==> config.mk <==
export PLATFORM = sky130hd
export DESIGN_NAME = der_ecdsa_signature_to_raw_flat
export DESIGN_NICKNAME = d
export VERILOG_FILES = /design/src/rtl/dersig_pkg.sv /design/src/rtl/dersig_in_if.sv /design/src/rtl/dersig_out_if.sv /design/src/rtl/dersig_front.sv /design/src/rtl/dersig_queue.sv /design/src/rtl/dersig_back.sv /design/src/rtl/der_ecdsa_signature_to_raw.sv /design/src/flat_wrapper.sv
export VERILOG_INCLUDE_DIRS = /design/src /design/src/rtl
export SDC_FILE = /design/constraint.sdc
export NUM_CORES = 2
export LEC_CHECK = 0
export BUFFER_PORTS_ARGS = -buffer_cell sky130_fd_sc_hd__buf_2
export CAP_MARGIN = 10
export CORE_UTILIZATION = 24
export DETAILED_ROUTE_END_ITERATION = 10
export PLACE_DENSITY = 0.4
export SETUP_SLACK_MARGIN = 0.5
export SYNTH_ARGS = -nofsm -noshare
export SYNTH_HDL_FRONTEND = slang
export SYNTH_HIERARCHICAL = 1
export SYNTH_SLANG_ARGS = --single-unit
==> constraint.sdc <==
create_clock -name clk -period 4.4 [get_ports clk]
set_input_delay 0.22 -clock clk [delete_from_list [all_inputs] [get_ports clk]]
set_output_delay 0.22 -clock clk [all_outputs]
set_load 0.02 [all_outputs]
==> src/rtl/der_ecdsa_signature_to_raw_macros.svh <==
// Assertion macros for the RTL files; dersig_queue uses them.
// Each expects signals named clk and rst_n in the scope where it is used.
`ifndef DER_ECDSA_SIGNATURE_TO_RAW_MACROS_SVH
`define DER_ECDSA_SIGNATURE_TO_RAW_MACROS_SVH

// Property that must hold at every clock edge outside reset.
`define DERSIG_ASSERT(lbl, prop) \
  lbl: assert property (@(posedge clk) disable iff (!rst_n) prop) \
    else $error("dersig: assertion failed");

// Condition that must hold in the cycle after the trigger.
`define DERSIG_ASSERT_NEXT(lbl, trig, cons) \
  lbl: assert property (@(posedge clk) disable iff (!rst_n) (trig) |=> (cons)) \
    else $error("dersig: assertion failed one cycle after trigger");

`endif

==> src/rtl/dersig_pkg.sv <==
`timescale 1ns / 1ps

package dersig_pkg;

  // Layout of the raw signature.
  localparam int HalfBytes     = 32;
  localparam int MaxFieldBytes = 33;
  localparam int OutWords      = 8;
  localparam int WordBytes     = 8;

  // Smallest total length a valid response can have.
  localparam logic [7:0] MinTotal = 8'd6;

  // One byte write from the parser into the current slot.
  typedef struct packed {
    logic       en;
    logic [5:0] idx;
    logic [7:0] data;
  } byte_wr_t;

  // Close the current slot at the end of a response.
  typedef struct packed {
    logic en;
    logic err;
  } push_t;

  // Word read and release request from the output side.
  typedef struct packed {
    logic [2:0] widx;
    logic       pop;
  } rd_req_t;

  // What the oldest finished slot offers to the output side.
  typedef struct packed {
    logic        valid;
    logic        err;
    logic [63:0] word;
  } head_t;

endpackage

==> src/rtl/dersig_in_if.sv <==
`timescale 1ns / 1ps

// Byte stream of a DER signature response.
interface dersig_in_if;
  logic       valid;
  logic       ready;
  logic [7:0] data_byte;
  logic       end_of_response;

  modport source (output valid, output data_byte, output end_of_response, input ready);
  modport sink (input valid, input data_byte, input end_of_response, output ready);
endinterface

==> src/rtl/dersig_out_if.sv <==
`timescale 1ns / 1ps

// Raw signature words or a single error result.
interface dersig_out_if;
  logic        valid;
  logic        ready;
  logic [63:0] sig_word;
  logic [2:0]  word_index;
  logic        status;
  logic        final_word;

  modport source (output valid, output sig_word, output word_index, output status,
                  output final_word, input ready);
  modport sink (input valid, input sig_word, input word_index, input status,
                input final_word, output ready);
endinterface

==> src/rtl/dersig_front.sv <==
`timescale 1ns / 1ps

// DER parser: takes one byte per transaction and writes r and s bytes into the open slot.
module dersig_front (
  input  logic                clk,
  input  logic                rst_n,
  dersig_in_if.sink           in_bus,
  input  logic                q_free,
  output dersig_pkg::byte_wr_t wr,
  output dersig_pkg::push_t    push
);

  // Parse phases.
  localparam logic [3:0] PH_SEQ_TAG = 4'd0;
  localparam logic [3:0] PH_SEQ_LEN = 4'd1;
  localparam logic [3:0] PH_R_TAG   = 4'd2;
  localparam logic [3:0] PH_R_LEN   = 4'd3;
  localparam logic [3:0] PH_R_DATA  = 4'd4;
  localparam logic [3:0] PH_S_TAG   = 4'd5;
  localparam logic [3:0] PH_S_LEN   = 4'd6;
  localparam logic [3:0] PH_S_DATA  = 4'd7;
  localparam logic [3:0] PH_DONE    = 4'd8;

  // Field handling modes.
  localparam logic [1:0] SOS_COPY  = 2'd0;
  localparam logic [1:0] SOS_STRIP = 2'd1;
  localparam logic [1:0] SOS_SKIP  = 2'd2;

  localparam logic [7:0] SEQ_TAG  = 8'h30;
  localparam logic [7:0] INT_TAG  = 8'h02;
  localparam logic [7:0] ZERO_B   = 8'h00;
  localparam logic [7:0] HALF_LEN = 8'(dersig_pkg::HalfBytes);
  localparam logic [7:0] MAX_LEN  = 8'(dersig_pkg::MaxFieldBytes);
  localparam logic [7:0] POS_MAX  = 8'hff;

  logic [7:0] pos_r, pos_nxt;
  logic [7:0] tot_r, tot_nxt;
  logic [7:0] flen_r, flen_nxt;
  logic [3:0] ph_r, ph_nxt;
  logic [5:0] fcnt_r, fcnt_nxt;
  logic [1:0] sos_r, sos_nxt;
  logic       err_r, err_nxt;

  logic       acc;
  logic [7:0] b;
  logic [1:0] sos_first, sos_eff;
  logic [7:0] base, off, dst, i_inc;
  logic       keep;
  logic [8:0] received;
  logic       ok;

  assign in_bus.ready = q_free;
  assign acc          = in_bus.valid && in_bus.ready;
  assign b            = in_bus.data_byte;

  // Placement of a data byte inside its half.
  always_comb begin
    if ((flen_r == MAX_LEN) && (b == ZERO_B) && ((MAX_LEN - 8'd1) <= HALF_LEN)) begin
      sos_first = SOS_STRIP;
    end else if (flen_r > HALF_LEN) begin
      sos_first = SOS_SKIP;
    end else begin
      sos_first = SOS_COPY;
    end
    sos_eff = (fcnt_r == 6'd0) ? sos_first : sos_r;
    base    = (ph_r == PH_S_DATA) ? HALF_LEN : 8'd0;
    off     = HALF_LEN + {2'b00, fcnt_r};
    dst     = base + off - flen_r;
    keep    = (sos_eff != SOS_SKIP) && !((sos_eff == SOS_STRIP) && (fcnt_r == 6'd0)) &&
              (off >= flen_r) && (dst[7:6] == 2'b00);
    i_inc   = {2'b00, fcnt_r} + 8'd1;
  end

  // Next parser state, byte writes and end of response.
  always_comb begin
    pos_nxt  = pos_r;
    tot_nxt  = tot_r;
    flen_nxt = flen_r;
    ph_nxt   = ph_r;
    fcnt_nxt = fcnt_r;
    sos_nxt  = sos_r;
    err_nxt  = err_r;
    wr       = '0;
    push     = '0;
    received = {1'b0, pos_r} + 9'd1;
    ok       = 1'b0;
    if (acc) begin
      if (pos_r == 8'd0) begin
        if (b != SEQ_TAG) begin
          err_nxt = 1'b1;
        end
        ph_nxt = PH_SEQ_LEN;
      end else if (pos_r == 8'd1) begin
        tot_nxt = b + 8'd2;
        ph_nxt  = PH_R_TAG;
      end else if (pos_r < tot_r) begin
        case (ph_r)
          PH_R_TAG, PH_S_TAG: begin
            if (b != INT_TAG) begin
              err_nxt = 1'b1;
              ph_nxt  = PH_DONE;
            end else begin
              ph_nxt = (ph_r == PH_R_TAG) ? PH_R_LEN : PH_S_LEN;
            end
          end
          PH_R_LEN, PH_S_LEN: begin
            flen_nxt = b;
            fcnt_nxt = 6'd0;
            sos_nxt  = SOS_COPY;
            if (b > MAX_LEN) begin
              err_nxt = 1'b1;
              ph_nxt  = PH_DONE;
            end else if (b == 8'd0) begin
              ph_nxt = (ph_r == PH_R_LEN) ? PH_S_TAG : PH_DONE;
            end else begin
              ph_nxt = (ph_r == PH_R_LEN) ? PH_R_DATA : PH_S_DATA;
            end
          end
          PH_R_DATA, PH_S_DATA: begin
            sos_nxt = sos_eff;
            if (keep) begin
              wr.en   = 1'b1;
              wr.idx  = dst[5:0];
              wr.data = b;
            end
            fcnt_nxt = i_inc[5:0];
            if (i_inc >= flen_r) begin
              ph_nxt = (ph_r == PH_R_DATA) ? PH_S_TAG : PH_DONE;
            end
          end
          default: begin
          end
        endcase
      end
      pos_nxt = (pos_r == POS_MAX) ? pos_r : pos_r + 8'd1;

      // Close the response and start the next one from a clean state.
      if (in_bus.end_of_response) begin
        ok = !err_nxt && (received >= 9'd2) && ({1'b0, tot_nxt} <= received) &&
             (tot_nxt >= dersig_pkg::MinTotal) && (ph_nxt == PH_DONE);
        push.en  = 1'b1;
        push.err = !ok;
        pos_nxt  = 8'd0;
        tot_nxt  = 8'd0;
        flen_nxt = 8'd0;
        ph_nxt   = PH_SEQ_TAG;
        fcnt_nxt = 6'd0;
        sos_nxt  = SOS_COPY;
        err_nxt  = 1'b0;
      end
    end
  end

  always_ff @(posedge clk) begin
    if (!rst_n) begin
      pos_r  <= 8'd0;
      tot_r  <= 8'd0;
      flen_r <= 8'd0;
      ph_r   <= PH_SEQ_TAG;
      fcnt_r <= 6'd0;
      sos_r  <= SOS_COPY;
      err_r  <= 1'b0;
    end else begin
      pos_r  <= pos_nxt;
      tot_r  <= tot_nxt;
      flen_r <= flen_nxt;
      ph_r   <= ph_nxt;
      fcnt_r <= fcnt_nxt;
      sos_r  <= sos_nxt;
      err_r  <= err_nxt;
    end
  end

endmodule

==> src/rtl/dersig_queue.sv <==
`timescale 1ns / 1ps
`include "der_ecdsa_signature_to_raw_macros.svh"

// Two response slots between parser and output: one fills while the other drains.
module dersig_queue (
  input  logic                 clk,
  input  logic                 rst_n,
  input  dersig_pkg::byte_wr_t wr,
  input  dersig_pkg::push_t    push,
  input  dersig_pkg::rd_req_t  rd,
  output logic                 q_free,
  output dersig_pkg::head_t    head
);

  localparam int LaneMax = dersig_pkg::WordBytes - 1;

  logic [63:0] sig_r [2][dersig_pkg::OutWords];
  logic [63:0] vld_r [2];
  logic [1:0]  full_r;
  logic [1:0]  err_r;
  logic        wsel_r;
  logic        rsel_r;
  logic [2:0]  wr_lane;
  logic [63:0] raw_word;

  assign q_free  = !full_r[wsel_r];
  assign wr_lane = 3'(LaneMax) - wr.idx[2:0];

  // Head slot: bytes never written in this response read as zero.
  assign raw_word = sig_r[rsel_r][rd.widx];
  always_comb begin
    head.valid = full_r[rsel_r];
    head.err   = err_r[rsel_r];
    head.word  = '0;
    for (int j = 0; j < dersig_pkg::WordBytes; j++) begin
      if (vld_r[rsel_r][{rd.widx, 3'(j)}]) begin
        head.word[{3'(LaneMax - j), 3'b000} +: 8] = raw_word[{3'(LaneMax - j), 3'b000} +: 8];
      end
    end
  end

  // Byte storage, big-endian within each word.
  always_ff @(posedge clk) begin
    if (wr.en) begin
      sig_r[wsel_r][wr.idx[5:3]][{wr_lane, 3'b000} +: 8] <= wr.data;
    end
  end

  // Slot ownership and per-byte valid bits.
  always_ff @(posedge clk) begin
    if (!rst_n) begin
      vld_r[0] <= '0;
      vld_r[1] <= '0;
      full_r   <= 2'b00;
      err_r    <= 2'b00;
      wsel_r   <= 1'b0;
      rsel_r   <= 1'b0;
    end else begin
      if (wr.en) begin
        vld_r[wsel_r][wr.idx] <= 1'b1;
      end
      if (push.en) begin
        full_r[wsel_r] <= 1'b1;
        err_r[wsel_r]  <= push.err;
        wsel_r         <= !wsel_r;
      end
      if (rd.pop) begin
        full_r[rsel_r] <= 1'b0;
        vld_r[rsel_r]  <= '0;
        rsel_r         <= !rsel_r;
      end
    end
  end

  `DERSIG_ASSERT(a_push_into_free, push.en |-> !full_r[wsel_r])
  `DERSIG_ASSERT(a_pop_from_full, rd.pop |-> full_r[rsel_r])
  `DERSIG_ASSERT(a_ptr_consistent, (wsel_r == rsel_r) |-> (full_r[0] == full_r[1]))
  `DERSIG_ASSERT_NEXT(a_pop_clears_slot, rd.pop, vld_r[$past(rsel_r)] == '0)

endmodule

==> src/rtl/dersig_back.sv <==
`timescale 1ns / 1ps

// Output side: walks the head slot one word per transaction through an output register.
module dersig_back (
  input  logic                 clk,
  input  logic                 rst_n,
  input  dersig_pkg::head_t    head,
  output dersig_pkg::rd_req_t  rd,
  dersig_out_if.source         out_bus
);

  localparam logic [2:0] LAST_WORD = 3'(dersig_pkg::OutWords - 1);

  logic        at_last;
  logic [2:0]  widx_cnt_r;
  logic        out_valid_r;
  logic [63:0] out_word_r;
  logic [2:0]  out_idx_r;
  logic        out_st_r;
  logic        out_fin_r;
  logic        adv;

  assign at_last = (widx_cnt_r == LAST_WORD);

  // Load a new result when the head slot offers one and the register is empty or being taken.
  assign adv     = head.valid && (!out_valid_r || out_bus.ready);
  assign rd.widx = widx_cnt_r;
  assign rd.pop  = adv && (head.err || at_last);

  assign out_bus.valid      = out_valid_r;
  assign out_bus.sig_word   = out_word_r;
  assign out_bus.word_index = out_idx_r;
  assign out_bus.status     = out_st_r;
  assign out_bus.final_word = out_fin_r;

  always_ff @(posedge clk) begin
    if (!rst_n) begin
      widx_cnt_r  <= 3'd0;
      out_valid_r <= 1'b0;
    end else if (adv) begin
      out_valid_r <= 1'b1;
      widx_cnt_r  <= rd.pop ? 3'd0 : widx_cnt_r + 3'd1;
    end else if (out_bus.ready) begin
      out_valid_r <= 1'b0;
    end
  end

  // Result payload.
  always_ff @(posedge clk) begin
    if (adv) begin
      out_word_r <= head.err ? 64'd0 : head.word;
      out_idx_r  <= head.err ? 3'd0 : widx_cnt_r;
      out_st_r   <= head.err;
      out_fin_r  <= head.err || at_last;
    end
  end

endmodule

==> src/rtl/der_ecdsa_signature_to_raw.sv <==
`timescale 1ns / 1ps

// Channel   | Dir | Payload                                        | Handshake
// in_bus    | in  | data_byte[7:0], end_of_response                | valid/ready
// out_bus   | out | sig_word[63:0], word_index[2:0], status, final | valid/ready
//
// Input takes one byte per cycle while a response slot is free; two slots hold responses.
// A good response yields eight words from its slot, one per cycle while out_bus is ready.
// A malformed response yields a single error word; the output register sets the pace out.
// Input stalls only when both slots are full; a slot frees as its last word is loaded out.
// Synchronous reset clears the parser state, the slot flags and the output valid flag.
module der_ecdsa_signature_to_raw (
  input  logic         clk,
  input  logic         rst_n,
  dersig_in_if.sink    in_bus,
  dersig_out_if.source out_bus
);

  dersig_pkg::byte_wr_t wr;
  dersig_pkg::push_t    push;
  dersig_pkg::rd_req_t  rd;
  dersig_pkg::head_t    head;
  logic                 q_free;

  dersig_front u_front (
    .clk    (clk),
    .rst_n  (rst_n),
    .in_bus (in_bus),
    .q_free (q_free),
    .wr     (wr),
    .push   (push)
  );

  dersig_queue u_queue (
    .clk    (clk),
    .rst_n  (rst_n),
    .wr     (wr),
    .push   (push),
    .rd     (rd),
    .q_free (q_free),
    .head   (head)
  );

  dersig_back u_back (
    .clk     (clk),
    .rst_n   (rst_n),
    .head    (head),
    .rd      (rd),
    .out_bus (out_bus)
  );

endmodule
==> src/flat_wrapper.sv <==
// flat-port wrapper written by rule: the top's interface ports become plain ports
module der_ecdsa_signature_to_raw_flat 
  (clk, rst_n, in_bus_valid, in_bus_data_byte, in_bus_end_of_response, in_bus_ready, out_bus_valid, out_bus_sig_word, out_bus_word_index, out_bus_status, out_bus_final_word, out_bus_ready);
  dersig_in_if in_bus_i ();
  dersig_out_if out_bus_i ();
  input  logic clk;
  input  logic rst_n;
  input wire logic [$bits(in_bus_i.valid)-1:0] in_bus_valid;
  input wire logic [$bits(in_bus_i.data_byte)-1:0] in_bus_data_byte;
  input wire logic [$bits(in_bus_i.end_of_response)-1:0] in_bus_end_of_response;
  output wire logic [$bits(in_bus_i.ready)-1:0] in_bus_ready;
  output wire logic [$bits(out_bus_i.valid)-1:0] out_bus_valid;
  output wire logic [$bits(out_bus_i.sig_word)-1:0] out_bus_sig_word;
  output wire logic [$bits(out_bus_i.word_index)-1:0] out_bus_word_index;
  output wire logic [$bits(out_bus_i.status)-1:0] out_bus_status;
  output wire logic [$bits(out_bus_i.final_word)-1:0] out_bus_final_word;
  input wire logic [$bits(out_bus_i.ready)-1:0] out_bus_ready;
  assign in_bus_i.valid = in_bus_valid;
  assign in_bus_i.data_byte = in_bus_data_byte;
  assign in_bus_i.end_of_response = in_bus_end_of_response;
  assign in_bus_ready = in_bus_i.ready;
  assign out_bus_valid = out_bus_i.valid;
  assign out_bus_sig_word = out_bus_i.sig_word;
  assign out_bus_word_index = out_bus_i.word_index;
  assign out_bus_status = out_bus_i.status;
  assign out_bus_final_word = out_bus_i.final_word;
  assign out_bus_i.ready = out_bus_ready;
  der_ecdsa_signature_to_raw u_core (.clk(clk), .rst_n(rst_n), .in_bus(in_bus_i), .out_bus(out_bus_i));
endmodule
# After elaboration in Yosys (flattened, before gate mapping)

Memories as Yosys holds them, arrays and structs flattened. A register that Yosys moved wholly into a read port is not among the register bits.
Index checks and enable logic that the tools add are counted.

Register bits: 116
Bits in writable memories: 1,152
Input port bits: 13
Output and inout port bits: 71
Word-level logic and storage cells: 257
Memories kept: 2

$add $sub $neg: 10
Magnitude comparators: 25
Eq/ne operators: 18
Shift-type cells: 2
Muxes and demuxes: 114
Bitwise gates (word level): 13
Reduce and logical (&&, ||, !) cells: 49

Memories:

| name                 | depth | width | read ports | clocked after memory_dff | wr ports | RTL line           | source |
|---|---|---|---|---|---|---|---|
| u_core.u_queue.sig_r | 2     | 512   | 1          | 1                        | 1        | dersig_queue.sv:17 | `logic [63:0] sig_r [2][dersig_pkg::OutWords];` |
| u_core.u_queue.vld_r | 2     | 64    | 1          | 1                        | 2        | dersig_queue.sv:18 | `logic [63:0] vld_r [2];` |

Operators by type and width:

| operator                                                                         | count |
|---|---|
| 512-bit 2-to-1 mux                                                               | 1 |
| 64-bit 2-to-1 mux                                                                | 7 |
| 64-bit binary-select mux with 3-bit select                                       | 1 |
| 64-bit demux with 3-bit select                                                   | 1 |
| 64-bit OR reduction                                                              | 2 |
| 15-bit 2-to-1 mux                                                                | 6 |
| 8-bit 2-to-1 mux                                                                 | 11 |
| 8-bit by 8-bit variable shift with 64-bit output (first input constant)          | 1 |
| 8-bit by 8-bit variable part select with 64-bit output                           | 1 |
| 6-bit by 7-bit less-than comparator with 1-bit output (second input constant)    | 9 |
| 4-bit 2-to-1 mux                                                                 | 11 |
| 1-bit 2-to-1 mux                                                                 | 40 |
| 6-bit 2-to-1 mux                                                                 | 5 |
| 2-bit 2-to-1 mux                                                                 | 13 |
| 1-bit binary-select mux with 3-bit select                                        | 8 |
| 2-bit OR reduction                                                               | 11 |
| 4-bit by 3-bit == test with 1-bit output (second input constant)                 | 4 |
| 7-bit by 8-bit greater-or-equal comparator with 1-bit output                     | 2 |
| 8-bit by 6-bit greater-than comparator with 1-bit output (second input constant) | 2 |
| 1-bit logical AND                                                                | 16 |
| 8-bit logical NOT                                                                | 2 |
| 4-bit case mux with 3 select lines                                               | 1 |
| 6-bit case mux with 2 select lines                                               | 1 |
| 5-bit AND reduction                                                              | 2 |
| 47 further kinds                                                                 | 73 |

# Longest topological paths before layout

Depth in word-level cells: 23
Mapped depth: 20
Gate-level depth less buffers: 18

# Hierarchy

Netlist, hierarchy kept.

By module, submodules not included:

| module       | instances | cells an instance | area each (um2) | seq. area each (um2) |
|---|---|---|---|---|
| dersig_queue | 1         | 2,373             | 44,873.0        | 33,452.1 |
| dersig_front | 1         | 467               | 3,643.5         | 740.7 |
| dersig_back  | 1         | 166               | 2,753.9         | 2,152.1 |

# Least setup slack after synthesis

OpenSTA, ideal clock, no wires.

Path type: register -> register
From: register u_core.u_front.ph_r[2]
To: memory u_core/u_queue/sig_r[1][0] (netlist bit) (enable)
Setup time: 0.370 ns
Data arrival time: 4.176 ns
Data required time: 4.030 ns
Slack: -0.146 ns
Stages on the path, launching flop included: 19
Cell sequence: dfxtp_1 > buf_2 > nor2b_1 > nand2_1 > fa_1 > inv_1 > ha_1 > inv_1 > o21bai_1 > a21oi_1 > xnor2_1 > nor4_4 > buf_6 > and2_1 > ha_1 > ha_1 > or4_1 > clkbuf_1 > nor2_1

RTL lines:

| element                  | RTL line            | source |
|---|---|---|
| start: declaration       | dersig_front.sv:39  | `logic [3:0] ph_r, ph_nxt;` |
| start signal: assignment | dersig_front.sv:167 | `ph_r <= ph_nxt;` |
| end: declaration         | dersig_queue.sv:17  |  |

==> qor.yml <==
skew_ps: 30.3
tightestPinTransition_ps: 1040
min_to: "u_core/u_back/out_bus.valid"
synth-seq-cells: 1269
slew_headroom_pct: 30.3
clk_pin_slew_worst_paths_ps: 60
ff2ff_path_depth: 18
drv_slew: 0
gp_congestion: 0.756
grt_max_degree: 63
rr_startpoint: "u_core/u_front/flen_r[1]"
maxCapViolations: 0
crit_path_max_fanout: 8
start_util_pct: 24.2
startpoint_type: "register"
critPathCaptureType: "register"
num_vias: 28400
synth_area_leaders: "edfxtp_1 (64%), mux4_2 (13%), dfxtp_1 (6.9%)"
r2r-end: "u_core/u_queue/sig_r[0][131]"
ys_warn_count: 6
root_buffer: "clkbuf_16"
setup.worst_path.class: "reg2reg"
core.rowCount: 169
placed_area_sq_mm: 0.0581
synthCells: 3006
cts_tree: "yes"
period_minus_slack_ps: 4240
drt_first_pass_iters: 8
cts_buffers: 152
hp-class: "in2reg"
status: "finished with violations"
die_w_microns: 464
grt.total_usage_pct: 14.1
min_from: "out_bus_ready"
antenna_found_initial: 6
drc: 12
final_nets: 3432
yosys-top-cells-count: "edfxtp_1 (1093), nor2_1 (339), mux4_2 (288), a21oi_1 (191), dfxtp_1 (176)"
ant_nets: 0
yosysMostFrequentCell: "edfxtp_1"
cts.path.max_buffers: 3
io_pins: 84
io_buffers: 83
finalCritPeriodShare_pct: 96.4
worst_slack_ps: 159
hold_violations: 0
power_density_mw_per_mm2: 395
synth_area_sq_mm: 0.0513
dp_hpwl_mm: 94.7
layout.cells.non_filler: 6309
setup_viol: 0
yosysUniqueCellTypes: 75
arrival_ps: 4700
fmax_ghz: 0.236
synth_top_cell_area_share_pct: 64.0
fin_area_sq_mm: 0.0646
dieArea_sq_mm: 0.215
ir_worst_vdd_mv: 0.410
coreArea_sq_mm: 0.212
leakagePower_nw: 18.4
fp.dieH_microns: 464
hold_depth: 4
wl_mm: 153
synthFlopType: "edfxtp_1"
dp.cells: 5935
grt_first_pass_wirelength_mm: 218
drive_above_1_share_pct: 33.2
synth_top_cell_by_area: "edfxtp_1"
drtIter0Drc: 2019
wl_per_cell_microns: 24.2
violations: "DRC"
reg2reg_slack_ps: 160
rsz0062_at_grt: "true"
ys_seq_area_share_pct: 70.9
syn_area_per_cell_sq_um: 17.1
syn_nets: 3072
via_per_inst: 4.51
synth_edf_count: 1093
h-tree-depth: 4
globalRouteOverflowTotal: 0
n_fill_cell: 20800
grt_pass1_vias: 29300
clock-sinks: 1269
required_ps: 4860
worstSkewPairLatency_ps: 800
pre_cts_slack_ps: -259
async_reset_ff_share_pct: 0
synthToLayoutAreaGrowth_pct: 26.0
## layer usage
metal  vias to the layer above  global-route usage (%)  routed length (microns)
met4                         0                    3.92                     3000
li1                      12600                       -                        -
met5                         -                       0                        0
met3                       190                    2.65                     7190
met1                     15000                    19.8                    71400
met2                       638                    22.0                    71000
## how the worst max path moves through the flow
stage / start / end / slack (ps) / cells past startpoint
6_report: u_core/u_front/flen_r[1] / u_core/u_queue/sig_r[0][131] / 160 / 18
3_3_place_gp: u_core/u_front/flen_r[1] / u_core/u_queue/sig_r[0][193] / -220 / 19
3_5_place_dp: u_core/u_front/flen_r[1] / u_core/u_queue/sig_r[1][65] / -260 / 19
4_1_cts: u_core/u_front/flen_r[1] / u_core/u_queue/sig_r[1][385] / 100 / 18
2_1_floorplan: u_core/u_front/ph_r[3] / u_core/u_queue/sig_r[1][448] / 340 / 18
5_1_grt: u_core/u_front/flen_r[1] / u_core/u_queue/sig_r[0][130] / -10 / 18
## cells in the final DEF (no fill, tap or decap), types with 21 or more instances in the layout
cell type and n:
a21oi_1 190, a21oi_2 25, a22oi_1 149, and2_1 43
buf_12 120, buf_2 83, buf_4 157, clkbuf_1 39
clkbuf_16 157, clkinv_1 29, dfxtp_1 167, edfxtp_1 1093
ha_1 41, inv_1 43, mux4_2 288, nand2_1 47
nand2b_1 21, nand3_1 22, nor2_1 177, nor2_4 163
nor2b_1 84
## cell type report
| class | count | area, sq um | area share [%] |
|---|---|---|---|
| sequential | 1269 | 36400 | 56.3 |
| multi-input combinational | 1505 | 15400 | 23.9 |
| timing repair buffer | 388 | 4390 | 6.79 |
| clock buffer | 199 | 4080 | 6.31 |
| tap | 2821 | 3530 | 5.46 |
| clock inverter | 74 | 636 | 0.984 |
| inverter | 50 | 196 | 0.304 |
| antenna | 3 | 7.51 | 0.0116 |
## report_power, final
group	internal [W]	switching, W	leakage [nW]
sequential	0.0129	0.0000263	9.78
clock	0.00690	0.00507	2.30
combinational	0.000195	0.000431	6.36
total	0.0200	0.00553	18.4
## cells by family after synthesis
kind of cell,share of synthesized area [%]
flops,70.9
simple gates,6.43
compound gates,5.80
mux,13.0
buf+inv,2.18
fa+ha+maj,1.35
xor+xnor,0.359
## registers in the layout (all words and copies together) (netlist names), 2 cells and up, named ones only
| name | count |
|---|---|
| u_core/u_front/sos_r | 2 |
| u_core/u_front/pos_r | 8 |
| u_core/u_queue/full_r | 2 |
| u_core/u_front/flen_r | 8 |
| u_core/u_front/ph_r | 4 |
| u_core/u_queue/sig_r | 1024 |
| u_core/u_back/widx_cnt_r | 3 |
| u_core/u_back/out_bus.sig_word | 64 |
| u_core/u_front/fcnt_r | 6 |
| u_core/u_back/out_bus.word_index | 3 |
| u_core/u_queue/err_r | 2 |
| u_core/u_queue/vld_r | 128 |
| u_core/u_front/tot_r | 8 |
## worst max-delay path, cell delays in order (launching register included)
cell and delay, ps:
dfxtp_2 330, inv_2 50, ha_4 280, ha_4 130, inv_2 40, fa_2 380
o21bai_4 160, a21oi_2 80, o21bai_1 160, a21oi_1 100, xnor2_1 160, nor4_4 200
buf_4 170, nor2b_4 170, ha_4 160, ha_4 230, or4_4 640, buf_16 220
nor2_4 250
## through the flow
step	setup TNS, ps	hold slack [ps]	utilization (%)	total power, W
3_3_place_gp	-24790	443	27.4	0.0138
5_1_grt	-109	283	30.5	0.0264
3_5_place_dp	-45700	452	27.4	0.0138
4_1_cts	0	207	30.0	0.0260
2_1_floorplan	0	348	-	0.0135
6_report	0	293	30.5	0.0255
## repair_timing
item / CTS / global route
gates resized for setup: 38 / 63
endpoints found under the setup margin: 2119 / 2170
gates cloned: 2 / 4
hold buffers: 12 / 0
pin swaps: 31 / 41
setup buffers: 25 / 55
hold endpoints to repair: 28 / 0
Note: power is estimated with default switching activity, not from simulation.
